===== src/design/tmprof_pkg.sv =====
// Package of the trapezoid motion profile: types, codes, widths and
// saturation helpers. Used by every module of the block; depends on nothing.
package tmprof_pkg;

  localparam int VW = 32;             // value width
  localparam int DW = 2 * VW;         // product / dividend width
  localparam int FB = 16;             // fraction bits
  localparam int LW = VW - 1;         // limit register width
  localparam int AW = DW + 2;         // signed distance accumulator width
  localparam int QUEUE_DEPTH = 2;
  localparam int QPW = $clog2(QUEUE_DEPTH);

  localparam logic CMD_PLAN   = 1'b0;
  localparam logic CMD_SAMPLE = 1'b1;

  typedef enum logic [1:0] {
    OP_PLAN,
    OP_SAMPLE,
    OP_ERROR
  } op_e;

  typedef enum logic [1:0] {
    PH_ACCEL  = 2'd0,
    PH_CRUISE = 2'd1,
    PH_DECEL  = 2'd2
  } phase_e;

  typedef enum logic [1:0] {
    REG_START = 2'd0,
    REG_GOAL  = 2'd1,
    REG_VLIM  = 2'd2,
    REG_ALIM  = 2'd3
  } reg_e;

  typedef enum logic [4:0] {
    BK_IDLE,
    BK_P_DIST,
    BK_P_VV,
    BK_P_CMP,
    BK_T_DIV,
    BK_T_SQRT,
    BK_T_M1,
    BK_T_M2,
    BK_T_M3,
    BK_T_M4,
    BK_Z_DIV1,
    BK_Z_DIV2,
    BK_Z_DIV3,
    BK_Z_TOT,
    BK_S_CLAMP,
    BK_A_M1,
    BK_A_M2,
    BK_A_M3,
    BK_A_M4,
    BK_C_M1,
    BK_C_M2,
    BK_D_M1,
    BK_D_M2,
    BK_D_M3,
    BK_D_M4,
    BK_D_M5,
    BK_DONE
  } bk_state_e;

  typedef struct packed {
    op_e           op;
    logic [VW-1:0] stime;
  } entry_t;

  typedef struct packed {
    logic [VW-1:0] start;
    logic [VW-1:0] goal;
    logic [LW-1:0] vlim;
    logic [LW-1:0] alim;
  } cfg_t;

  typedef struct packed {
    logic          start;
    logic [DW-1:0] dividend;
    logic [VW-1:0] divisor;
  } div_req_t;

  typedef struct packed {
    logic          done;
    logic [DW-1:0] quotient;
  } div_rsp_t;

  typedef struct packed {
    logic          start;
    logic [DW-1:0] radicand;
  } sqrt_req_t;

  typedef struct packed {
    logic          done;
    logic [VW-1:0] root;
  } sqrt_rsp_t;

  // zero limit counts as one
  function automatic logic [VW-1:0] lim_val(input logic [LW-1:0] r);
    return (r == '0) ? VW'(1) : {1'b0, r};
  endfunction

  function automatic logic [VW-1:0] sat_u(input logic [DW-1:0] x);
    return (x[DW-1:VW] != '0) ? '1 : x[VW-1:0];
  endfunction

  function automatic logic [VW-1:0] sat_s(input logic signed [AW-1:0] x);
    logic signed [AW-1:0] smax;
    logic signed [AW-1:0] smin;
    smax = $signed({{(AW-VW+1){1'b0}}, {(VW-1){1'b1}}});
    smin = $signed({{(AW-VW+1){1'b1}}, {(VW-1){1'b0}}});
    if (x > smax) return {1'b0, {(VW-1){1'b1}}};
    if (x < smin) return {1'b1, {(VW-1){1'b0}}};
    return x[VW-1:0];
  endfunction

endpackage


===== src/design/tmprof_queue.sv =====
// Short queue between front and back end of the motion profile.
// Depends on tmprof_pkg.
module tmprof_queue (
  input  logic               clk_i,
  input  logic               rst_ni,
  input  logic               push_i,
  input  tmprof_pkg::entry_t entry_i,
  output logic               full_o,
  input  logic               pop_i,
  output logic               valid_o,
  output tmprof_pkg::entry_t entry_o
);
  import tmprof_pkg::*;

  entry_t             mem_q [QUEUE_DEPTH];
  logic [QPW-1:0]     wptr_q;
  logic [QPW-1:0]     rptr_q;
  logic [QPW:0]       count_q;

  assign full_o  = (count_q == (QPW+1)'(QUEUE_DEPTH));
  assign valid_o = (count_q != '0);
  assign entry_o = mem_q[rptr_q];

  always_ff @(posedge clk_i) begin
    if (push_i) begin
      mem_q[wptr_q] <= entry_i;
    end
  end

  always_ff @(posedge clk_i or negedge rst_ni) begin
    if (!rst_ni) begin
      wptr_q  <= '0;
      rptr_q  <= '0;
      count_q <= '0;
    end else begin
      if (push_i) begin
        wptr_q <= (wptr_q == QPW'(QUEUE_DEPTH - 1)) ? '0 : wptr_q + 1'b1;
      end
      if (pop_i) begin
        rptr_q <= (rptr_q == QPW'(QUEUE_DEPTH - 1)) ? '0 : rptr_q + 1'b1;
      end
      count_q <= count_q + (QPW+1)'(push_i) - (QPW+1)'(pop_i);
    end
  end

  assert property (@(posedge clk_i) disable iff (!rst_ni) push_i |-> !full_o)
    else $error("queue overflow");
  assert property (@(posedge clk_i) disable iff (!rst_ni) pop_i |-> valid_o)
    else $error("queue underflow");

endmodule


===== config.mk =====
export PLATFORM = sky130hd
export DESIGN_NAME = tmprof_queue
export DESIGN_NICKNAME = d
export VERILOG_FILES = /design/src/design/tmprof_pkg.sv /design/src/design/tmprof_queue.sv
export SDC_FILE = /design/constraint.sdc
export NUM_CORES = 1
export LEC_CHECK = 0
export ABC_AREA = 1
export BUFFER_PORTS_ARGS = -buffer_cell sky130_fd_sc_hd__buf_2
export CORE_ASPECT_RATIO = 0.9
export CORE_MARGIN = 4
export CORE_UTILIZATION = 45
export CTS_CLUSTER_SIZE = 20
export DETAILED_ROUTE_END_ITERATION = 8
export GPL_TIMING_DRIVEN = 0
export PLACE_DENSITY = 0.7
export SYNTH_ARGS = -nofsm -noshare
export SYNTH_HDL_FRONTEND = slang
export SYNTH_SLANG_ARGS = --single-unit
export TNS_END_PERCENT = 10

===== constraint.sdc =====
create_clock -name clk_i -period 6.76 [get_ports clk_i]
set_input_delay 1.352 -clock clk_i [delete_from_list [all_inputs] [get_ports clk_i]]
set_output_delay 1.352 -clock clk_i [all_outputs]
set_load 0.01 [all_outputs]

Word level (Yosys, flattened, before mapping):

Memory sizes are Yosys's and may differ from the RTL's.
Index checks and enable logic that the tools add are counted.

* add/subtract/negate cells: 4
* equal/unequal tests: 1
* multiplexer cells: 4
* reduce and logical (&&, ||, !) cells: 1

Operators by type and width (number)
* 1-bit two-way mux: 4
* 1-bit adder, second input constant: 2
* 2-bit by 1-bit adder with 2-bit output: 1
* 2-bit equality test, second input constant: 1
* 2-bit nonzero test: 1
* 2-bit by 1-bit subtractor with 2-bit output: 1

* register bits after elaboration: 4
* memory bits (writable): 68
* input port bits: 38
* output and inout port bits: 36
* logic and storage cells: 14
* memories: 1

Memory list
* mem_q: depth 2, width 34, rd ports 1, clocked after Yosys merged registers in 0, write ports 1, line tmprof_queue.sv:15 `entry_t mem_q [QUEUE_DEPTH];`

Longest topological paths before layout:

* depth after elaboration: 2
* depth in mapped cells: 7
* mapped depth without buffers: 7

Worst setup path before layout:

Ideal clock, no wire load.

* path kind: input-to-reg
* start point: input push_i
* end point: memory mem_q[0][0] in the netlist's numbering (enable)
* setup time: 0.426 ns
* arrival: 2.825 ns
* data required time: 6.334 ns
* path slack: 3.510 ns
* cell stages on the path: 2
* path buffers: 0
* cells stage by stage: inv_1 > nor2_1

* word-level cells in the longest chain between the ends: 2

RTL lines
* from (decl): line tmprof_queue.sv:6 `input logic push_i,`
* 1-bit two-way mux: line tmprof_queue.sv:25 `if (push_i) begin`
* 1-bit two-way mux (implied by the code): line tmprof_queue.sv:26 `mem_q[wptr_q] <= entry_i;`
* to (decl): line tmprof_queue.sv:15

No other way between the ends.

==> impl_metrics.ini <==
[yosys]
synth_cells = 203
synth_flop_cell = edfxtp_1
avgSynthCellArea_um2 = 13.7
synth_seq_area_share_pct = 77.3
async_flop_share_pct = 5.56
synth_common_cells = 68 x edfxtp_1, 41 x inv_1, 41 x nand2_1, 23 x o21ai_0, 6 x o21ai_2
synth_top_cell_by_area = edfxtp_1
synth_edf_count = 68
ys_ff_latch = 72
yosys_warnings = 0
syn-num-nets = 243
synth_top_area_share_pct = 73.6
synthTopCellsByArea = edfxtp_1 74%, inv_1 5.6%, nand2_1 5.6%
synth_most_common_cell = edfxtp_1
syn_area_um2 = 2770
synth_cell_types = 15

[drt]
drc = 0
wl_mm = 4.99
final_antenna_net_count = 0
dr.pass1.iters = 4
wl_per_cell_um = 13.7
drt_iter0_drc = 77
viasPerCell = 4.64
vias = 1684

[clocking]
tritoncts = built
cts_resized = 0
cts_root_buf = clkbuf_8
cts_made_buffers = 9
clock_latency_ns = 0.33
htreeDepth = 3
postCtsSetupBuffers = 0
cts_hold_buf = 0
cts_sinks = 72
clockBufferDepth = 2
clk_pin_slew_ns = 0.07

[run_status]
status = complete, no violations

[placement]
gp_congestion = 0.724
portBuffers = 73
dpl-instance-area_um2 = 3260
dp_hpwl_mm = 3.34

[grt]
grt_pass1_wl_mm = 7.80
antenna_found_initial = 0
grt.overflow.total = 0
grt_pass1_vias = 1658
grt_start_max_net_pins = 35
grt_use_total_pct = 14.0

[power_and_ir_drop]
max-vdd-ir-drop_mv = 0.325
power_density_nw_per_um2 = 425
leakage_uw = 0.00154
p_total_uw = 1490

[cells_and_area]
nFillCells = 455
area_delta_synth_final_pct = 26.0
postLayoutCoreUtil_pct = 60.0
design_area_um2 = 3490
drive_gt1_share_pct = 35.2
fin_nets = 328
num_antenna_cells = 0

[timing]
hold_ws_ns = 0.544
slew_headroom_pct = 48.7
timing.fmax_mhz = 363
hold_viol = 0
timing.final.crit_share_pct = 40.7
clock_skew_ns = 0.00522
fin_setup_tns_ns = 0
period_minus_slack_ns = 2.75
tightest_slew_ns = 0.769
finalSetupViolCount = 0
maxSlewViolCount = 0
rsz0062_at_grt = no

[floorplanning]
die_area_um2 = 7480
core_area_um2 = 5820
die_y_um = 82.5
io_pins = 74
die_w_um = 90.7
placementRows = 26
initial_core_util_pct = 47.6

[setup_path]
cp-start-kind = flip-flop
crit_type = reg -> out
crit_fanout = 10
critPathCaptureType = output pin
crit_arrival_ns = 1.40
cp.required_ns = 5.41

[min_path]
worstHoldPathType = reg -> reg

[flow_run]
max-cap-violations = 0
-- per-layer routing --
metal,vias up,wire length (µm),global-route usage [%]
met5,-,0,0
met4,0,48,5.81
met3,4,367,5.34
met2,57,2370,24.6
met1,779,2200,15.6
li1,844,-,-
-- flip-flops by register name (all words and copies together), names as in the netlist --
register  flops
wptr_q        1
mem_q        68
count_q       2
rptr_q        1
-- path summary, 6_finish.rpt --
check,slack [ns],endpoint,cells after the start,from
setup / recovery,4.01,entry_o[4],4,rptr_q
hold / removal,0.54,wptr_q,1,wptr_q
setup reg to reg,5.30,mem_q[1][10],2,wptr_q
hold reg to reg,0.54,wptr_q,1,wptr_q
max in group asynchronous,5.83,wptr_q,1,rst_ni
min in group asynchronous,0.81,count_q[1],1,rst_ni
-- layout make-up --
cell class                      instances  area [µm²]  share of cell area [%]
Timing Repair Buffer                   74         393                    11.2
Tap cell                               70        87.6                    2.51
Multi-Input combinational cell         82         409                    11.7
Sequential cell                        72        2140                    61.3
Inverter                               41         154                    4.40
Buffer                                  8        75.1                    2.15
Clock inverter                          7         110                    3.15
Clock buffer                            9         124                    3.54
-- kinds of logic after synthesis --
kind of cell             share of synthesized area (%)
XOR/XNOR                                         0.632
AO/OA/AOI/OAI                                     6.95
buffers and inverters                             8.26
flip-flops                                        77.3
AND/OR/NAND/NOR                                   6.00
adder cells (fa/ha/maj)                          0.902
-- metrics by stage --
stage          std cells  setup WS, ns
2_1_floorplan        203          3.51
3_3_place_gp         346          2.56
3_5_place_dp         347          3.77
4_1_cts              363          3.96
5_1_grt              363          3.92
6_report             363          4.01
-- power breakdown --
| part | internal (µW) | leakage, µW | switching [µW] | total, µW |
|---|---|---|---|---|
| Combinational | 185 | 0.000743 | 288 | 473 |
| Sequential | 594 | 0.000685 | 24.6 | 619 |
| Clock | 242 | 0.000116 | 152 | 394 |
-- worst max-delay path, cell delays in order (launching register included) --
cell and delay [ns]:
dfrtp_1 0.37, buf_6 0.13, buf_2 0.17, o21ai_0 0.22, buf_2 0.17
-- placed cells by master (no fill, tap or decap), types with 2 or more instances in the layout --
| cell | instances |
|---|---|
| buf_2 | 76 |
| edfxtp_1 | 68 |
| nand2_1 | 41 |
| inv_1 | 40 |
| o21ai_0 | 23 |
| clkbuf_8 | 9 |
| o21ai_2 | 6 |
| o21ai_1 | 5 |
| dfrtp_1 | 4 |
| clkinv_1 | 3 |
| bufinv_16 | 3 |
| buf_6 | 2 |
| buf_8 | 2 |
| xor2_1 | 2 |
| ha_1 | 2 |
(Power assumes the default switching activity.)
