`config.mk`:
```
export PLATFORM = sky130hd
export DESIGN_NAME = tmprof_div
export DESIGN_NICKNAME = d
export VERILOG_FILES = /design/src/design/tmprof_pkg.sv /design/src/design/tmprof_div.sv
export SDC_FILE = /design/constraint.sdc
export NUM_CORES = 1
export LEC_CHECK = 0
export BUFFER_PORTS_ARGS = -buffer_cell sky130_fd_sc_hd__buf_2
export CAP_MARGIN = 0
export CORE_AREA = 2 2 115 117
export CTS_CLUSTER_DIAMETER = 50
export DETAILED_ROUTE_END_ITERATION = 16
export DIE_AREA = 0 0 117 119
export HOLD_SLACK_MARGIN = 0.08
export PLACE_DENSITY = 0.82
export SYNTH_ARGS = -nofsm -noshare
export SYNTH_HDL_FRONTEND = slang
export SYNTH_SLANG_ARGS = --single-unit
```
`constraint.sdc`:
```
create_clock -name clk_i -period 4.7 [get_ports clk_i]
set_clock_uncertainty 0.05 [all_clocks]
set_input_delay 0.235 -clock clk_i [delete_from_list [all_inputs] [get_ports clk_i]]
set_output_delay 0.235 -clock clk_i [all_outputs]
set_load 0.01 [all_outputs]
```
`src/design/tmprof_pkg.sv`:
```
// Package of the trapezoid motion profile: types, codes, widths and
// saturation helpers. Used by every module of the block; depends on nothing.
package tmprof_pkg;

  localparam int VW = 32;             // value width
  localparam int DW = 2 * VW;         // product / dividend width
  localparam int FB = 16;             // fraction bits
  localparam int LW = VW - 1;         // limit register width
  localparam int AW = DW + 2;         // signed distance accumulator width
  localparam int QUEUE_DEPTH = 2;
  localparam int QPW = $clog2(QUEUE_DEPTH);

  localparam logic CMD_PLAN   = 1'b0;
  localparam logic CMD_SAMPLE = 1'b1;

  typedef enum logic [1:0] {
    OP_PLAN,
    OP_SAMPLE,
    OP_ERROR
  } op_e;

  typedef enum logic [1:0] {
    PH_ACCEL  = 2'd0,
    PH_CRUISE = 2'd1,
    PH_DECEL  = 2'd2
  } phase_e;

  typedef enum logic [1:0] {
    REG_START = 2'd0,
    REG_GOAL  = 2'd1,
    REG_VLIM  = 2'd2,
    REG_ALIM  = 2'd3
  } reg_e;

  typedef enum logic [4:0] {
    BK_IDLE,
    BK_P_DIST,
    BK_P_VV,
    BK_P_CMP,
    BK_T_DIV,
    BK_T_SQRT,
    BK_T_M1,
    BK_T_M2,
    BK_T_M3,
    BK_T_M4,
    BK_Z_DIV1,
    BK_Z_DIV2,
    BK_Z_DIV3,
    BK_Z_TOT,
    BK_S_CLAMP,
    BK_A_M1,
    BK_A_M2,
    BK_A_M3,
    BK_A_M4,
    BK_C_M1,
    BK_C_M2,
    BK_D_M1,
    BK_D_M2,
    BK_D_M3,
    BK_D_M4,
    BK_D_M5,
    BK_DONE
  } bk_state_e;

  typedef struct packed {
    op_e           op;
    logic [VW-1:0] stime;
  } entry_t;

  typedef struct packed {
    logic [VW-1:0] start;
    logic [VW-1:0] goal;
    logic [LW-1:0] vlim;
    logic [LW-1:0] alim;
  } cfg_t;

  typedef struct packed {
    logic          start;
    logic [DW-1:0] dividend;
    logic [VW-1:0] divisor;
  } div_req_t;

  typedef struct packed {
    logic          done;
    logic [DW-1:0] quotient;
  } div_rsp_t;

  typedef struct packed {
    logic          start;
    logic [DW-1:0] radicand;
  } sqrt_req_t;

  typedef struct packed {
    logic          done;
    logic [VW-1:0] root;
  } sqrt_rsp_t;

  // zero limit counts as one
  function automatic logic [VW-1:0] lim_val(input logic [LW-1:0] r);
    return (r == '0) ? VW'(1) : {1'b0, r};
  endfunction

  function automatic logic [VW-1:0] sat_u(input logic [DW-1:0] x);
    return (x[DW-1:VW] != '0) ? '1 : x[VW-1:0];
  endfunction

  function automatic logic [VW-1:0] sat_s(input logic signed [AW-1:0] x);
    logic signed [AW-1:0] smax;
    logic signed [AW-1:0] smin;
    smax = $signed({{(AW-VW+1){1'b0}}, {(VW-1){1'b1}}});
    smin = $signed({{(AW-VW+1){1'b1}}, {(VW-1){1'b0}}});
    if (x > smax) return {1'b0, {(VW-1){1'b1}}};
    if (x < smin) return {1'b1, {(VW-1){1'b0}}};
    return x[VW-1:0];
  endfunction

endpackage

```
`src/design/tmprof_div.sv`:
```
// Restoring radix-2 divider, one quotient bit per cycle.
// Depends on tmprof_pkg.
module tmprof_div (
  input  logic                 clk_i,
  input  logic                 rst_ni,
  input  tmprof_pkg::div_req_t req_i,
  output tmprof_pkg::div_rsp_t rsp_o
);
  import tmprof_pkg::*;

  localparam int CW = $clog2(DW);

  logic          busy_q;
  logic          done_q;
  logic [CW-1:0] cnt_q;
  logic [VW-1:0] rem_q;
  logic [DW-1:0] quo_q;
  logic [VW-1:0] dvs_q;
  logic [VW:0]   rem_sh;
  logic          ge;
  logic [VW:0]   rem_sub;

  assign rem_sh  = {rem_q, quo_q[DW-1]};
  assign ge      = (rem_sh >= {1'b0, dvs_q});
  assign rem_sub = rem_sh - {1'b0, dvs_q};

  assign rsp_o.done     = done_q;
  assign rsp_o.quotient = quo_q;

  always_ff @(posedge clk_i or negedge rst_ni) begin
    if (!rst_ni) begin
      busy_q <= 1'b0;
      done_q <= 1'b0;
      cnt_q  <= '0;
    end else begin
      done_q <= 1'b0;
      if (req_i.start) begin
        busy_q <= 1'b1;
        cnt_q  <= '0;
      end else if (busy_q) begin
        cnt_q <= cnt_q + 1'b1;
        if (cnt_q == CW'(DW - 1)) begin
          busy_q <= 1'b0;
          done_q <= 1'b1;
        end
      end
    end
  end

  always_ff @(posedge clk_i) begin
    if (req_i.start) begin
      rem_q <= '0;
      quo_q <= req_i.dividend;
      dvs_q <= req_i.divisor;
    end else if (busy_q) begin
      rem_q <= ge ? rem_sub[VW-1:0] : rem_sh[VW-1:0];
      quo_q <= {quo_q[DW-2:0], ge};
    end
  end

endmodule

```
# Word-level counts from Yosys, hierarchy flattened
# Cells that the tools add are included.
# totals
regBits	136
inputBits	99
output_inout_bits	65
wordCells	22
# op_classes
addsub	2
magnitude_cmp	1
n_eq_ne	1
n_mux	11
n_reduce_logical	1
# op_table
cell	count
two-way mux 64 bit	2
>= comparator 33 x 32 -> 1 bit	1
two-way mux 32 bit	1
subtractor 32 bit	1
two-way mux 6 bit	2
adder 6 x 1 -> 6 bit (second input constant)	1
equality test 6 bit (second input constant)	1
two-way mux 1 bit	6
nonzero test 2 bit	1

# Longest topological paths before layout
# depth
word_depth	4
depth_mapped	14
mapped_depth_nobuf	12

# Worst setup path after synthesis
# Ideal clock, no wire load.
# synth_timing
kind	register -> register
from	reg quo_q[63]
to	reg rem_q[30]
setup_ps	116
arrival_time_ps	2734
t_required_ps	4534
slack_ps	1800
path_stages_with_launch	13
path_buffers	0
period_less_slack_ps	2900
cell_sequence	edfxtp_1 -> inv_1 -> ha_1 -> fa_1 -> nand2b_1 -> a21o_1 -> a21o_1 -> a211o_1 -> a211o_1 -> a31o_2 -> a31oi_1 -> xor2_1 -> a31o_1
# synth_via
elab_chain_len	2
word_cells_on_any_way	3
cone_classes	add/sub: 1; order compare: 1; mux: 1
# synth_lines
element	line	text
start, declared	tmprof_div.sv:17	logic [DW-1:0] quo_q;
start signal, assigned	tmprof_div.sv:53	quo_q <= req_i.dividend;
start signal, assigned	tmprof_div.sv:57	quo_q <= {quo_q[DW-2:0], ge};
subtractor 32 bit / >= comparator 33 x 32 -> 1 bit (equally long branches)	tmprof_div.sv:25, tmprof_div.sv:24	
two-way mux 32 bit (*)	tmprof_div.sv:56	rem_q <= ge ? rem_sub[VW-1:0] : rem_sh[VW-1:0];
end signal, assigned	tmprof_div.sv:56	
end, declared	tmprof_div.sv:16	logic [VW-1:0] rem_q;
# Every way passes the cells marked *; elsewhere a longest branch is shown, timed or not.
# A chain may end at the register's enable or synchronous reset.

# Final worst setup path
# layout_timing
from	reg dvs_q[1]
to	reg rem_q[5]
# layout_via
elab_chain_len	2
word_cells_on_any_way	3
cone_classes	add/sub: 1; order compare: 1; mux: 1
# layout_lines
element	line	text
start, declared	tmprof_div.sv:18	logic [VW-1:0] dvs_q;
start signal, assigned	tmprof_div.sv:54	dvs_q <= req_i.divisor;
subtractor 32 bit / >= comparator 33 x 32 -> 1 bit (equally long branches)	tmprof_div.sv:25, tmprof_div.sv:24	
two-way mux 32 bit (*)	tmprof_div.sv:56	
# Marks and branches as above.

==> flow_summary.json <==
{
  "dieArea_mm2": 0.0139,
  "cp_num_buf_inv": 2,
  "hold_viol": 0,
  "clkLatencyLatePin_ps": 420,
  "power.internal_mw": 3.09,
  "path_class": "reg2reg",
  "clock_path_buffers": 2,
  "yosys_register_bits": 136,
  "power_switching_mw": 1.65,
  "ioPinCount": 164,
  "min_path_type": "in2reg",
  "postCtsSetupBuffers": 0,
  "areaGrowthSynthToFinish_pct": 33.0,
  "synthArstFlopShare_pct": 5.88,
  "dr.first_iter.drc_count": 495,
  "clock.fmax_mhz": 279,
  "critPathMaxStageDelay_ps": 740,
  "place_hpwl_um": 11900,
  "drv_slew": 0,
  "synth.most_common_cell": "edfxtp_1",
  "timing.slew.headroom_pct": 15.7,
  "drive_gt1_share_pct": 29.8,
  "nFillCells": 788,
  "p_leak_nw": 4.25,
  "final_nets": 1026,
  "stdcell_area_mm2": 0.00978,
  "path_cells": "inv_1 -> ha_1 -> nor2b_1 -> o21bai_4 -> a21boi_2 -> o311ai_2 -> a31o_4 -> o2bb2ai_2 -> o211ai_4 -> buf_4 -> mux2i_1 -> a211oi_1",
  "grt_pass1_wl_um": 32800,
  "fp.dieW_um": 117,
  "firstDrtPassIters": 5,
  "start_util_pct": 57.1,
  "clkSlewWorstSetupHoldPaths_ps": 60,
  "final_cells": 1082,
  "htreeDepth": 4,
  "overflow": 0,
  "cts_tree": "built",
  "yosysWarnings": 0,
  "timing.critical_path.slowest_stage_cell": "o211ai_4",
  "die_h_um": 119,
  "seq_area_frac_synth_pct": 50.6,
  "cp.arrival_ps": 3830,
  "min_period_ps": 3580,
  "required_ps": 4950,
  "synth_ff_type": "edfxtp_1",
  "synth_edf_count": 96,
  "pwr-share-clk_pct": 27.3,
  "fin_crit_sh_pct": 76.2,
  "numCtsBuffers": 17,
  "core_mm2": 0.0129,
  "synthTopCellsByArea": "edfxtp_1, mux2_2, dfxtp_1, ha_1, mux2i_1",
  "synthCells": 643,
  "rsz0062_at_grt": "false",
  "gr-usage-all-layers_pct": 30.7,
  "syn-cell-area_mm2": 0.00735,
  "grt_pass1_vias": 6405,
  "cp-end-kind": "flop",
  "avgSynthCellArea_um2": 11.4,
  "drc_errors": 0,
  "dp.cells": 956,
  "synth_commonest_cells": "edfxtp_1, mux2_2, nor2_1, nand2_1, inv_1",
  "p_comb_share_pct": 37.8,
  "peakVddDrop_mv": 0.269,
  "grt_antenna_before_repair": 0,
  "grtUsageMet1_pct": 38.3,
  "wire_per_inst_um": 18.9,
  "post_drt_via_cell_ratio": 5.71,
  "cts-hold-fix-buffers": 94,
  "fp-row-count": 42,
  "grt_busiest_layer": "met2",
  "finalSetupTns_ps": 0,
  "cp_max_fo": 26,
  "num_vias": 6174,
  "use_met2_pct": 50.5,
  "met3_usage_pct": 7.48,
  "seqPwrFrac_pct": 34.9,
  "cts-root-buf": "clkbuf_16",
  "gp_congestion": 0.932,
  "tightest_slew_ps": 1260,
  "cts_resized": 0,
  "yosysTopAreaCellShare_pct": 39.2,
  "swShare_pct": 34.8,
  "finalSetupViolCount": 0,
  "cellPowerDensity_mw_per_mm2": 486,
  "status": "finished clean",
  "ant_nets": 0,
  "port_buffers": 163,
  "synth_top_cell_by_area": "edfxtp_1",
  "critPathTopFamily": "compound AO/OA/AOI/OAI gates",
  "wl_um": 20500,
  "synth_nets": 776,
  "maxCapViolations": 0,
  "clock-sinks": 136,
  "grt_start_max_net_pins": 84,
  "synth_cell_types": 60,
  "placed_area_mm2": 0.00827,
  "start_kind": "flop"
}
==> final timing paths <==
| check | from | end | cells past startpoint | slack [ps] |
|---|---|---|---|---|
| setup / recovery | dvs_q[1] | rem_q[5] | 12 | 1120 |
| hold reg to reg | rem_q[31] | rem_q[31] | 2 | 400 |
| max in group asynchronous | rst_ni | cnt_q[0] | 2 | 4300 |
| setup reg to reg | dvs_q[1] | rem_q[5] | 12 | 1120 |
| min in group asynchronous | rst_ni | done_q | 2 | 140 |
| hold / removal | req_i[40] | quo_q[8] | 2 | 110 |
==> cells in the final DEF, fill, tap and decap left out, types with 3 or more instances in the layout <==
master / synthesis / layout
buf_2: 3 / 162
edfxtp_1: 96 / 96
dlygate4sd3_1: 0 / 94
mux2_2: 65 / 65
nor2_1: 46 / 46
nand2_1: 44 / 44
inv_1: 43 / 42
ha_1: 33 / 33
dfxtp_1: 32 / 32
a21oi_1: 28 / 28
mux2i_1: 26 / 26
a211oi_1: 19 / 19
o21ai_0: 18 / 18
a21o_1: 17 / 17
xor2_1: 17 / 17
clkbuf_16: 0 / 17
xnor2_1: 15 / 15
a31oi_1: 10 / 10
nand3_1: 10 / 10
dfrtp_1: 8 / 8
o21ai_1: 7 / 7
nand4_1: 6 / 6
buf_4: 1 / 6
o211ai_1: 5 / 5
and2_1: 5 / 5
nor3_1: 5 / 5
and3_1: 5 / 5
nand2b_1: 5 / 5
nor4_1: 4 / 4
o21bai_1: 4 / 4
nor2b_1: 3 / 3
o21a_1: 3 / 3
o31ai_1: 3 / 3
clkbuf_1: 22 / 3
clkinv_4: 0 / 3
clkinvlp_4: 0 / 3
==> flip-flops by register name, indices dropped and copies added (netlist names) <==
register  flops
quo_q        64
dvs_q        32
rem_q        32
cnt_q         6
busy_q        1
done_q        1
==> cell type report <==
cell class,count,area [um^2],area share [%]
Antenna cell,1,2.50,0.0256
Clock buffer,20,437,4.47
Clock inverter,11,126,1.29
Inverter,43,161,1.65
Multi-Input combinational cell,433,3310,33.8
Sequential cell,136,3720,38.1
Tap cell,176,220,2.25
Timing Repair Buffer,262,1800,18.4
==> layer usage <==
layer	vias up	routed length [um]	part of all wire, %
met1	2928	8280	40
met3	57	1340	6.6
li1	2868	-	-
met5	-	0	0
met4	0	644	3.1
met2	321	10200	50
==> power by group through the flow <==
stage	logic, mW	registers (mW)	clock network [mW]
finish	1.79	1.66	1.30
global route	1.96	1.68	1.36
CTS	1.74	1.64	1.30
detailed placement	1.67	1.66	0
global placement	1.63	1.65	0
floorplan	1.30	1.66	0
==> stage by stage <==
step	utilization [%]	hold WS, ps	setup slack, ps	power [mW]
global placement	64.2	25.1	1340	3.29
detailed placement	64.2	36.3	1230	3.33
finish	75.9	106	1120	4.75
floorplan	-	-111	1800	2.96
CTS	75.9	86.5	1220	4.69
global route	75.9	97.7	887	5.00
==> cell families after synthesis <==
kind of cell	count (synthesis)	share of synthesized area, %
AOI/OAI and AO/OA	139	13.4
xor gates and xnor gates	32	3.81
adders and majority gates	34	5.89
buffers and inverters	74	4.34
DFF	136	50.6
muxes	91	13.5
and+or+nand+nor	137	8.42
No activity file was read; power rests on OpenSTA's default activity.
