--- config.mk ---
export PLATFORM = sky130hd
export DESIGN_NAME = tmprof_sqrt
export DESIGN_NICKNAME = d
export VERILOG_FILES = /design/src/design/tmprof_pkg.sv /design/src/design/tmprof_sqrt.sv
export SDC_FILE = /design/constraint.sdc
export NUM_CORES = 1
export LEC_CHECK = 0
export BUFFER_PORTS_ARGS = -buffer_cell sky130_fd_sc_hd__buf_2
export CORE_MARGIN = 4
export CORE_UTILIZATION = 44
export DETAILED_ROUTE_END_ITERATION = 8
export PLACE_DENSITY = 0.68
export SYNTH_ARGS = -nofsm -noshare
export SYNTH_HDL_FRONTEND = slang
export SYNTH_SLANG_ARGS = --single-unit
--- constraint.sdc ---
create_clock -name clk_i -period 8.7 [get_ports clk_i]
set_input_delay 2.61 -clock clk_i [delete_from_list [all_inputs] [get_ports clk_i]]
set_output_delay 2.61 -clock clk_i [all_outputs]
set_load 0.02 [all_outputs]
--- src/design/tmprof_pkg.sv ---
// Package of the trapezoid motion profile: types, codes, widths and
// saturation helpers. Used by every module of the block; depends on nothing.
package tmprof_pkg;

  localparam int VW = 32;             // value width
  localparam int DW = 2 * VW;         // product / dividend width
  localparam int FB = 16;             // fraction bits
  localparam int LW = VW - 1;         // limit register width
  localparam int AW = DW + 2;         // signed distance accumulator width
  localparam int QUEUE_DEPTH = 2;
  localparam int QPW = $clog2(QUEUE_DEPTH);

  localparam logic CMD_PLAN   = 1'b0;
  localparam logic CMD_SAMPLE = 1'b1;

  typedef enum logic [1:0] {
    OP_PLAN,
    OP_SAMPLE,
    OP_ERROR
  } op_e;

  typedef enum logic [1:0] {
    PH_ACCEL  = 2'd0,
    PH_CRUISE = 2'd1,
    PH_DECEL  = 2'd2
  } phase_e;

  typedef enum logic [1:0] {
    REG_START = 2'd0,
    REG_GOAL  = 2'd1,
    REG_VLIM  = 2'd2,
    REG_ALIM  = 2'd3
  } reg_e;

  typedef enum logic [4:0] {
    BK_IDLE,
    BK_P_DIST,
    BK_P_VV,
    BK_P_CMP,
    BK_T_DIV,
    BK_T_SQRT,
    BK_T_M1,
    BK_T_M2,
    BK_T_M3,
    BK_T_M4,
    BK_Z_DIV1,
    BK_Z_DIV2,
    BK_Z_DIV3,
    BK_Z_TOT,
    BK_S_CLAMP,
    BK_A_M1,
    BK_A_M2,
    BK_A_M3,
    BK_A_M4,
    BK_C_M1,
    BK_C_M2,
    BK_D_M1,
    BK_D_M2,
    BK_D_M3,
    BK_D_M4,
    BK_D_M5,
    BK_DONE
  } bk_state_e;

  typedef struct packed {
    op_e           op;
    logic [VW-1:0] stime;
  } entry_t;

  typedef struct packed {
    logic [VW-1:0] start;
    logic [VW-1:0] goal;
    logic [LW-1:0] vlim;
    logic [LW-1:0] alim;
  } cfg_t;

  typedef struct packed {
    logic          start;
    logic [DW-1:0] dividend;
    logic [VW-1:0] divisor;
  } div_req_t;

  typedef struct packed {
    logic          done;
    logic [DW-1:0] quotient;
  } div_rsp_t;

  typedef struct packed {
    logic          start;
    logic [DW-1:0] radicand;
  } sqrt_req_t;

  typedef struct packed {
    logic          done;
    logic [VW-1:0] root;
  } sqrt_rsp_t;

  // zero limit counts as one
  function automatic logic [VW-1:0] lim_val(input logic [LW-1:0] r);
    return (r == '0) ? VW'(1) : {1'b0, r};
  endfunction

  function automatic logic [VW-1:0] sat_u(input logic [DW-1:0] x);
    return (x[DW-1:VW] != '0) ? '1 : x[VW-1:0];
  endfunction

  function automatic logic [VW-1:0] sat_s(input logic signed [AW-1:0] x);
    logic signed [AW-1:0] smax;
    logic signed [AW-1:0] smin;
    smax = $signed({{(AW-VW+1){1'b0}}, {(VW-1){1'b1}}});
    smin = $signed({{(AW-VW+1){1'b1}}, {(VW-1){1'b0}}});
    if (x > smax) return {1'b0, {(VW-1){1'b1}}};
    if (x < smin) return {1'b1, {(VW-1){1'b0}}};
    return x[VW-1:0];
  endfunction

endpackage

--- src/design/tmprof_sqrt.sv ---
// Bit-pair integer square root, one result bit per cycle.
// Depends on tmprof_pkg.
module tmprof_sqrt (
  input  logic                  clk_i,
  input  logic                  rst_ni,
  input  tmprof_pkg::sqrt_req_t req_i,
  output tmprof_pkg::sqrt_rsp_t rsp_o
);
  import tmprof_pkg::*;

  logic          busy_q;
  logic          done_q;
  logic [DW-1:0] x_q;
  logic [DW-1:0] res_q;
  logic [DW-1:0] bit_q;
  logic [DW-1:0] sum;
  logic          ge;

  assign sum = res_q + bit_q;
  assign ge  = (x_q >= sum);

  assign rsp_o.done = done_q;
  assign rsp_o.root = res_q[VW-1:0];

  always_ff @(posedge clk_i or negedge rst_ni) begin
    if (!rst_ni) begin
      busy_q <= 1'b0;
      done_q <= 1'b0;
    end else begin
      done_q <= 1'b0;
      if (req_i.start) begin
        busy_q <= 1'b1;
      end else if (busy_q && bit_q[0]) begin
        busy_q <= 1'b0;
        done_q <= 1'b1;
      end
    end
  end

  always_ff @(posedge clk_i) begin
    if (req_i.start) begin
      x_q   <= req_i.radicand;
      res_q <= '0;
      bit_q <= DW'(1) << (DW - 2);
    end else if (busy_q) begin
      if (ge) begin
        x_q   <= x_q - sum;
        res_q <= (res_q >> 1) + bit_q;
      end else begin
        res_q <= res_q >> 1;
      end
      bit_q <= bit_q >> 2;
    end
  end

endmodule

Word-level counts from Yosys, hierarchy flattened --
Index checks and enable logic that the tools add are counted.
Storage, ports and cells: register bits 162, input port bits 67, logic and storage cells 22, output and inout bits 33
Cells by class: multiplexer cells 8, order comparisons 1, reduce and logical (&&, ||, !) cells 5, add/subtract/negate cells 3
Operators with widths (count):
- 64-bit 2-to-1 mux | 4
- 63-bit by 63-bit adder with 64-bit output | 1
- 64-bit by 63-bit adder with 64-bit output | 1
- 64-bit >= comparator | 1
- 64-bit subtractor | 1
- 2-bit nonzero test | 3
- 1-bit 2-to-1 mux | 4
- 2-bit AND reduction | 1
- 1-bit logical AND | 1

Longest topological paths before layout --
Gate-level depths: netlist (run 1).
depth in word-level cells 5, depth in mapped cells 28

Least setup slack after synthesis (run 1) --
Ideal clock, no wire load.
path kind register to register, start point register res_q[2], end point register x_q[0], enable pin, data required time 8268 ps, buffers on the path 2, cell stages (with the launch flop) 24, data arrival time 6046 ps, setup time 432 ps, setup slack 2221 ps, cells stage by stage dfxtp_1 > ha_1 > a31o_2 > a31oi_1 > o21ai_2 > a21oi_1 > o31ai_4 > a21oi_1 > o31ai_2 > a21o_1 > a21oi_1 > o21bai_1 > xnor2_1 > ha_1 > clkbuf_1 > nand4_1 > nor3_1 > nand4_1 > o31ai_1 > a221oi_1 > o41ai_1 > buf_2 > nand2_1 > nand2b_1
Between the ends: longest elaborated chain between the ends 4
RTL lines:
- start, declared | RTL line tmprof_sqrt.sv:14 | logic [DW-1:0] res_q;
- start signal, assigned | RTL line tmprof_sqrt.sv:48 | res_q <= (res_q >> 1) + bit_q;
- start signal, assigned | RTL line tmprof_sqrt.sv:50 | res_q <= res_q >> 1;
- 64-bit by 63-bit adder with 64-bit output | RTL line tmprof_sqrt.sv:19 | assign sum = res_q + bit_q;
- 64-bit >= comparator | RTL line tmprof_sqrt.sv:20 | assign ge = (x_q >= sum);
- 2-bit nonzero test (no line)
- 2-bit AND reduction (no line)
- end signal, assigned | RTL line tmprof_sqrt.sv:42 | x_q <= req_i.radicand;
- end signal, assigned | RTL line tmprof_sqrt.sv:47 | x_q <= x_q - sum;
- end, declared | RTL line tmprof_sqrt.sv:13 | logic [DW-1:0] x_q;
No other way between the ends. A chain may end at the register's enable or synchronous reset.

Worst setup path in the final report (run 1) --
start point register bit_q[0], end point register x_q[39], enable pin
Between the ends: longest elaborated chain between the ends 4
RTL lines:
- start, declared | RTL line tmprof_sqrt.sv:15 | logic [DW-1:0] bit_q;
- start signal, assigned | RTL line tmprof_sqrt.sv:44 | bit_q <= DW'(1) << (DW - 2);
- start signal, assigned | RTL line tmprof_sqrt.sv:52 | bit_q <= bit_q >> 2;
- 64-bit by 63-bit adder with 64-bit output | RTL line tmprof_sqrt.sv:19
- 64-bit >= comparator | RTL line tmprof_sqrt.sv:20
- 2-bit nonzero test (no line)
- 2-bit AND reduction (no line)
No other way between the ends.

==> flow_metrics.tcl, run 1 <==
set metrics [dict create \
    detailed_place_hpwl_mm 31.6 \
    relSlewSlack 0.278 \
    netlist_instances 1904 \
    dr_total_vias 14042 \
    ys_warn_count 0 \
    cp_slowest_cell "nand2b_4" \
    synth_area_leader_cell "dfxtp_1" \
    core_area_sq_um 33700 \
    nets 2094 \
    maxCapViolations 0 \
    drt_iter0_drc 1056 \
    layout_common_cells "nand2_1, nor2_1, o21ai_0" \
    cts_buffer_depth 2 \
    cts_resized 0 \
    clock_sinks 162 \
    final_max_slew_viol_count 0 \
    grt_max_degree 96 \
    cp_top_family "simple AND/OR/NAND/NOR gates" \
    syn_nets 2102 \
    cp_common_cell "ha_1" \
    start_util 0.448 \
    grt_pass1_vias 13220 \
    wl_per_cell_um 17.9 \
    cp-start-kind "register" \
    cp.buffers_inverters 1 \
    synth-main-ff-cell "dfxtp_1" \
    fin_cells 2357 \
    postCtsSetupRepairBufs 0 \
    clk_latency_ns 0.45 \
    fmax_mhz 144 \
    portBuffers 99 \
    crit_required_ns 8.77 \
    placed_cells 2325 \
    cp_data_arrival_time_ns 7.02 \
    synth_compound_area_frac 0.274 \
    power_mw 5.23 \
    cp-end-kind "register" \
    die-width_um 193 \
    viasPerCell 5.96 \
    setup_tns_ns 0 \
    final_util 0.480 \
    period_needed_ns 6.95 \
    die_area_sq_um 37400 \
    async_reset_ff_frac 0.0123 \
    area_growth_pct 7.05 \
    run_status "finished clean" \
    synth-xor-area-share 0.0881 \
    critPathMaxStageDelay_ns 0.77 \
    io-pin-count 100 \
    synth_cell_types 89 \
    htreeDepth 4 \
    syn_area_sq_um 15100 \
    grt_pass1_wl_mm 67.8 \
    peakVddDrop_uv 275 \
    cts_made_buffers 17 \
    synth_top_area_frac 0.127 \
    num_antenna_cells 0 \
    synthAdderAreaFrac 0.109 \
    path_class "register to register" \
    drtPass1Iterations 5 \
    drt-total-wl_mm 42.3 \
    hold_buffers 0 \
    crit_chain "ha_1, ha_1, a211oi_1, nor3_1, a211o_1, o21ai_0, o41ai_2, a41o_1, and3_1, or2_1, nand4_1, a21boi_1, xnor2_1, ha_1, and4_1, nand2_1, nor3_1, nand4_1, o31ai_1, a221oi_1, o41ai_2, buf_4, nand2_1, nand2b_4" \
    dieHeight_um 193 \
    p_per_area_nw_per_um2 323 \
    hold_ws_ns 0.508 \
    path_max_fanout 64 \
    synth_edf_count 64 \
    worst_slew_pin_slew_ns 1.06 \
    final_hold_viol_count 0 \
    fillers 3323 \
    detail-route-antenna-nets 0 \
    p_leak_nw 6.58 \
    fin_skew_ns 0.0165 \
    timing.final.crit_share 0.799 \
    drcViolationCount 0 \
    muxShareOfSynthArea 0.0282 \
    synthSimpleGateAreaFrac 0.190 \
    final_common_cell "nand2_1" \
    ys_seq_elements 162 \
    overflow 0 \
    cts_root_buf "clkbuf_16" \
    row_count 67 \
    cts_tree "done" \
    synth_top_family_by_area "compound AO/OA/AOI/OAI gates" \
    holdCritPathClass "register to register" \
    antenna_found_initial 0 \
    synth_area_leaders "dfxtp_1, edfxtp_1, ha_1" \
    yosysSeqAreaShare 0.258 \
    setup_viol 0 \
    grtUsageTotal 0.216 \
    avgSynthCellArea_sq_um 7.93 \
    clk_pin_slew_worst_paths_ns 0.07 \
    layout-drive-gt1-share 0.100 \
    rsz0062_at_grt "false" \
    routabilityCongestion 0.945 \
]
area by class of cell:
type | count | area, sq um | area share
inverter | 33 | 124 | 0.00766
clock inverter | 14 | 138 | 0.00851
tap | 448 | 561 | 0.0347
timing repair buffer | 106 | 567 | 0.0350
multi-input combinational | 1576 | 10400 | 0.645
sequential | 162 | 3900 | 0.241
clock buffer | 18 | 450 | 0.0279
power by group:
part,internal [mW],leakage [nW],switching [mW],total (mW)
Sequential,1.09,1.47,0.164,1.26
Clock,0.419,0.290,0.361,0.780
Combinational,1.22,4.83,1.97,3.19
Total,2.73,6.58,2.50,5.23
worst min-delay path: stages (launching register included):
cell	delay [ns]
dfxtp_1	0.35
nand2_1	0.08
nor2_1	0.04
cells in the mapped netlist (7+ instances only):
cell type	count
clkbuf_1	78
nor2b_1	32
a21oi_1	122
mux2i_1	38
nand3_1	23
a31o_2	10
inv_1	32
edfxtp_1	64
dfxtp_1	96
and2_1	11
or3_1	20
nor3_1	22
a21boi_0	11
a311oi_1	22
and3_1	17
ha_1	130
o211ai_1	8
a21o_1	56
o21a_1	9
nor2_1	203
o21ai_0	154
nor4_1	12
buf_4	37
a31oi_1	56
nand2b_1	11
o31ai_1	11
xor2_1	84
xnor2_1	68
nand2_1	217
o21ai_1	7
nand4_1	37
buf_2	14
o22ai_1	9
o21bai_1	42
a211oi_1	27
per-layer routing:
| layer | vias to the layer above | routed length [um] | part of all wire | global-route usage |
|---|---|---|---|---|
| li1 | 6985 | - | - | - |
| met1 | 6547 | 19600 | 0.46 | 0.294 |
| met2 | 446 | 19100 | 0.45 | 0.351 |
| met3 | 64 | 2520 | 0.060 | 0.0426 |
| met4 | 0 | 957 | 0.023 | 0.0598 |
| met5 | - | 0 | 0 | 0 |
sequential cells by signal, indices dropped and copies added (netlist names):
signal	cells
res_q	64
busy_q	1
done_q	1
bit_q	32
x_q	64
kinds of logic (layout without fill, tap and decap cells):
group | Yosys count | after routing
buffers and inverters | 166 | 171
flip-flops | 162 | 162
AO/OA/AOI/OAI | 623 | 623
XOR/XNOR | 152 | 152
AND/OR/NAND/NOR | 628 | 628
adder cells (fa/ha/maj) | 131 | 131
multiplexers | 42 | 42
worst paths after layout:
check,startpoint,endpoint,slack [ns],cells past startpoint
min reg2reg,bit_q[0]$_SDFFE_PP0P_,done_q$_DFF_PN0_,0.51,2
max in group asynchronous,rst_ni,busy_q$_DFFE_PN0P_,6.66,1
max,bit_q[0]$_SDFFE_PP0P_,x_q[39]$_DFFE_PP_,1.75,24
min,bit_q[0]$_SDFFE_PP0P_,done_q$_DFF_PN0_,0.51,2
max reg2reg,bit_q[0]$_SDFFE_PP0P_,x_q[39]$_DFFE_PP_,1.75,24
min in group asynchronous,rst_ni,busy_q$_DFFE_PN0P_,1.94,1
stage by stage:
step           area (sq um)  worst slack, ns
3_3_place_gp          15600             2.02
3_5_place_dp          15600             1.76
2_1_floorplan         15100             2.22
5_1_grt               16200             1.16
6_report              16200             1.75
4_1_cts               16200             1.75
(Power assumes the default switching activity.)
==> run 2, diff against run 1 <==
--- a/config.mk
+++ b/config.mk
@@ -5,11 +5,12 @@
 export SDC_FILE = /design/constraint.sdc
 export NUM_CORES = 1
 export LEC_CHECK = 0
+export ABC_AREA = 1
 export BUFFER_PORTS_ARGS = -buffer_cell sky130_fd_sc_hd__buf_2
 export CORE_MARGIN = 4
 export CORE_UTILIZATION = 44
 export DETAILED_ROUTE_END_ITERATION = 8
-export PLACE_DENSITY = 0.68
+export PLACE_DENSITY = 0.7
 export SYNTH_ARGS = -nofsm -noshare
 export SYNTH_HDL_FRONTEND = slang
 export SYNTH_SLANG_ARGS = --single-unit
==> constraint.sdc (replaced) <==
create_clock -name clk_i -period 6.3 [get_ports clk_i]
set_input_delay 1.89 -clock clk_i [delete_from_list [all_inputs] [get_ports clk_i]]
set_output_delay 1.89 -clock clk_i [all_outputs]
set_load 0.02 [all_outputs]
==> run 2 against run 1 <==
Global-route usage grew 9.3 points. Die area grew 32%. Synthesized cell count grew 89%. Critical path depth shrank 4. Non-clock buffer count grew 16. Critical endpoint is now x_q[26]$_DFFE_PP_. Flip-flop and latch count is the same. Critical path type unchanged.
==> flow_metrics.tcl, run 2 <==
set metrics [dict create \
    synth-main-ff-cell "dfxtp_1" \
    cts_resized 0 \
    portBuffers 99 \
    placed_cells 4195 \
    routabilityCongestion 1.01 \
    start_util 0.445 \
    worst_slew_pin_slew_ns 1.08 \
    grt_max_degree 96 \
    synthTopCellsByCount "nand2_1, inv_1, nor2_1" \
    num_antenna_cells 0 \
    holdCritPathClass "register to register" \
    cts_root_buf "clkbuf_16" \
    fillers 5144 \
    ys_warn_count 0 \
    hold_buffers 0 \
    htreeDepth 4 \
    nets 3812 \
    cp_common_cell "nand2_1" \
    cp_slowest_cell "dfxtp_1" \
    p_per_area_nw_per_um2 450 \
    path_class "register to register" \
    clk_pin_slew_worst_paths_ns 0.08 \
    fin_skew_ns 0.0109 \
    cts_made_buffers 17 \
    cts_buffer_depth 2 \
    drcViolationCount 0 \
    clock_sinks 162 \
    timing.rr.start "res_q[20]$_SDFFE_PP0P_" \
    run_status "finished clean" \
    crit_chain "ha_1, nand2_1, o21ai_0, nand2_1, o21ai_0, a21oi_1, o21ai_0, nand3_1, nand3_1, nand2_1, ha_1, nand2_1, nor2_2, nand2_1, nor2_1, a21oi_4, nand2_4, nand2_2, nand2_2, buf_12" \
    overflow 0 \
    crit_required_ns 6.46 \
    cts_tree "done" \
    relSlewSlack 0.279 \
    synth_area_leader_cell "nand2_1" \
    area_growth_pct 6.57 \
    cp_data_arrival_time_ns 5.42 \
    layout-drive-gt1-share 0.0560 \
    antenna_found_initial 0 \
    synthMostInstantiatedCell "nand2_1" \
    postCtsSetupRepairBufs 0 \
    ys_seq_elements 162 \
    synth_edf_count 64 \
    rsz0062_at_grt "false" \
    clk_latency_ns 0.51 \
    detailed_place_hpwl_mm 63.4 \
    syn_nets 3791 \
    avgSynthCellArea_sq_um 5.63 \
    period_needed_ns 5.26 \
    async_reset_ff_frac 0.0123 \
    largestRegisters "res_q x64, x_q x64, bit_q x32" \
    final_max_slew_viol_count 0 \
    viasPerCell 5.46 \
    die_area_sq_um 49400 \
    dieHeight_um 222 \
    synth_cell_types 49 \
    fmax_mhz 190 \
    maxCapViolations 0 \
    detail-route-antenna-nets 0 \
    wl_per_cell_um 18.4 \
    drt_iter0_drc 2107 \
    drt-total-wl_mm 77.8 \
    grt_pass1_vias 21855 \
    setup_tns_ns 0 \
    timing.final.crit_share 0.835 \
    row_count 78 \
    io-pin-count 100 \
    yosysSeqAreaShare 0.193 \
    dr_total_vias 23061 \
    peakVddDrop_uv 320 \
    cp-end-kind "register" \
    cp-start-kind "register" \
    grt_pass1_wl_mm 120 \
    setup_viol 0 \
    p_leak_nw 10.0 \
    drtPass1Iterations 6 \
    path_max_fanout 64 \
    final_common_cell "nand2_1" \
    netlist_instances 3593 \
    hold_start "res_q[0]$_SDFFE_PP0P_" \
    synth_area_leaders "nand2_1, dfxtp_1, edfxtp_1" \
    fin_cells 4227 \
    final_hold_viol_count 0 \
    grtUsageTotal 0.309 \
    synth_top_area_frac 0.224 \
    critPathLaunch "res_q[20]$_SDFFE_PP0P_" \
    syn_area_sq_um 20200 \
    critPathMaxStageDelay_ns 0.62 \
    layout_common_cells "nand2_1, inv_1, nor2_1" \
    die-width_um 222 \
    core_area_sq_um 45400 \
]
-- run 2: cell types whose count changed in the layout (fill, tap and decap cells not counted), moves of 25 or more --
cell,before,now
nand3_1,23,301
nand3b_1,0,31
xor2_1,84,52
inv_1,32,497
mux2i_1,38,0
nor2b_1,32,0
a21o_1,56,15
o21ai_0,154,179
nor2_1,203,441
a21oi_1,122,213
a31oi_1,56,12
nand2_1,217,1207
-- run 2: stage by stage --
step           power, mW  utilization  hold WS, ns  worst slack (ns)  area (sq um)
2_1_floorplan       6.75            -        0.449              1.29         20200
6_report            9.69        0.475        0.514              1.04         21500
4_1_cts             9.56        0.475        0.512              1.21         21500
3_5_place_dp        8.44        0.462        0.502              1.23         21000
3_3_place_gp        8.38        0.462        0.497              1.24         21000
5_1_grt             10.5        0.475        0.562             0.700         21500
-- run 2: cell type report --
| class | instances | area (sq um) | area share |
|---|---|---|---|
| tap | 600 | 751 | 0.0349 |
| clock buffer | 19 | 433 | 0.0201 |
| timing repair buffer | 122 | 683 | 0.0317 |
| clock inverter | 13 | 136 | 0.00633 |
| sequential | 162 | 3890 | 0.181 |
| inverter | 503 | 1890 | 0.0877 |
| multi-input combinational | 2808 | 13800 | 0.639 |
-- run 2: routing by layer --
metal  share of wire  GRT usage  vias up
met5               0          0        -
met4           0.054      0.154        0
met3           0.066     0.0362      202
met2            0.45      0.508      923
met1            0.43      0.403    10451
li1                -          -    11485
-- run 2: power by group --
| group | switching (mW) | internal [mW] | leakage (nW) |
|---|---|---|---|
| clock network | 0.530 | 0.556 | 0.278 |
| logic | 4.41 | 2.20 | 8.27 |
| registers | 0.412 | 1.58 | 1.47 |
| total | 5.35 | 4.34 | 10.0 |
-- run 2: logic make-up after synthesis --
logic type | share of synthesized area
AOI/OAI and AO/OA | 0.129
xor gates and xnor gates | 0.0438
adders and majority gates | 0.0815
buffers and inverters | 0.127
DFF | 0.193
and+or+nand+nor | 0.426
-- run 2: final timing paths --
check / endpoint / depth (start not counted) / slack, ns
setup / recovery: x_q[26]$_DFFE_PP_ / 20 / 1.04
hold / removal: res_q[0]$_SDFFE_PP0P_ / 2 / 0.51
setup reg to reg: x_q[26]$_DFFE_PP_ / 20 / 1.04
hold reg to reg: res_q[0]$_SDFFE_PP0P_ / 2 / 0.51
max in group asynchronous: busy_q$_DFFE_PN0P_ / 1 / 5.05
min in group asynchronous: busy_q$_DFFE_PN0P_ / 1 / 1.14
-- run 2: worst max-delay path, delay by kind of cell, from the launching register on --
kind,cells,cell delay (ns)
DFF,1,0.62
adders and majority gates,2,0.68
AOI/OAI and AO/OA,5,1.34
and+or+nand+nor,12,1.84
buffers and inverters,1,0.30
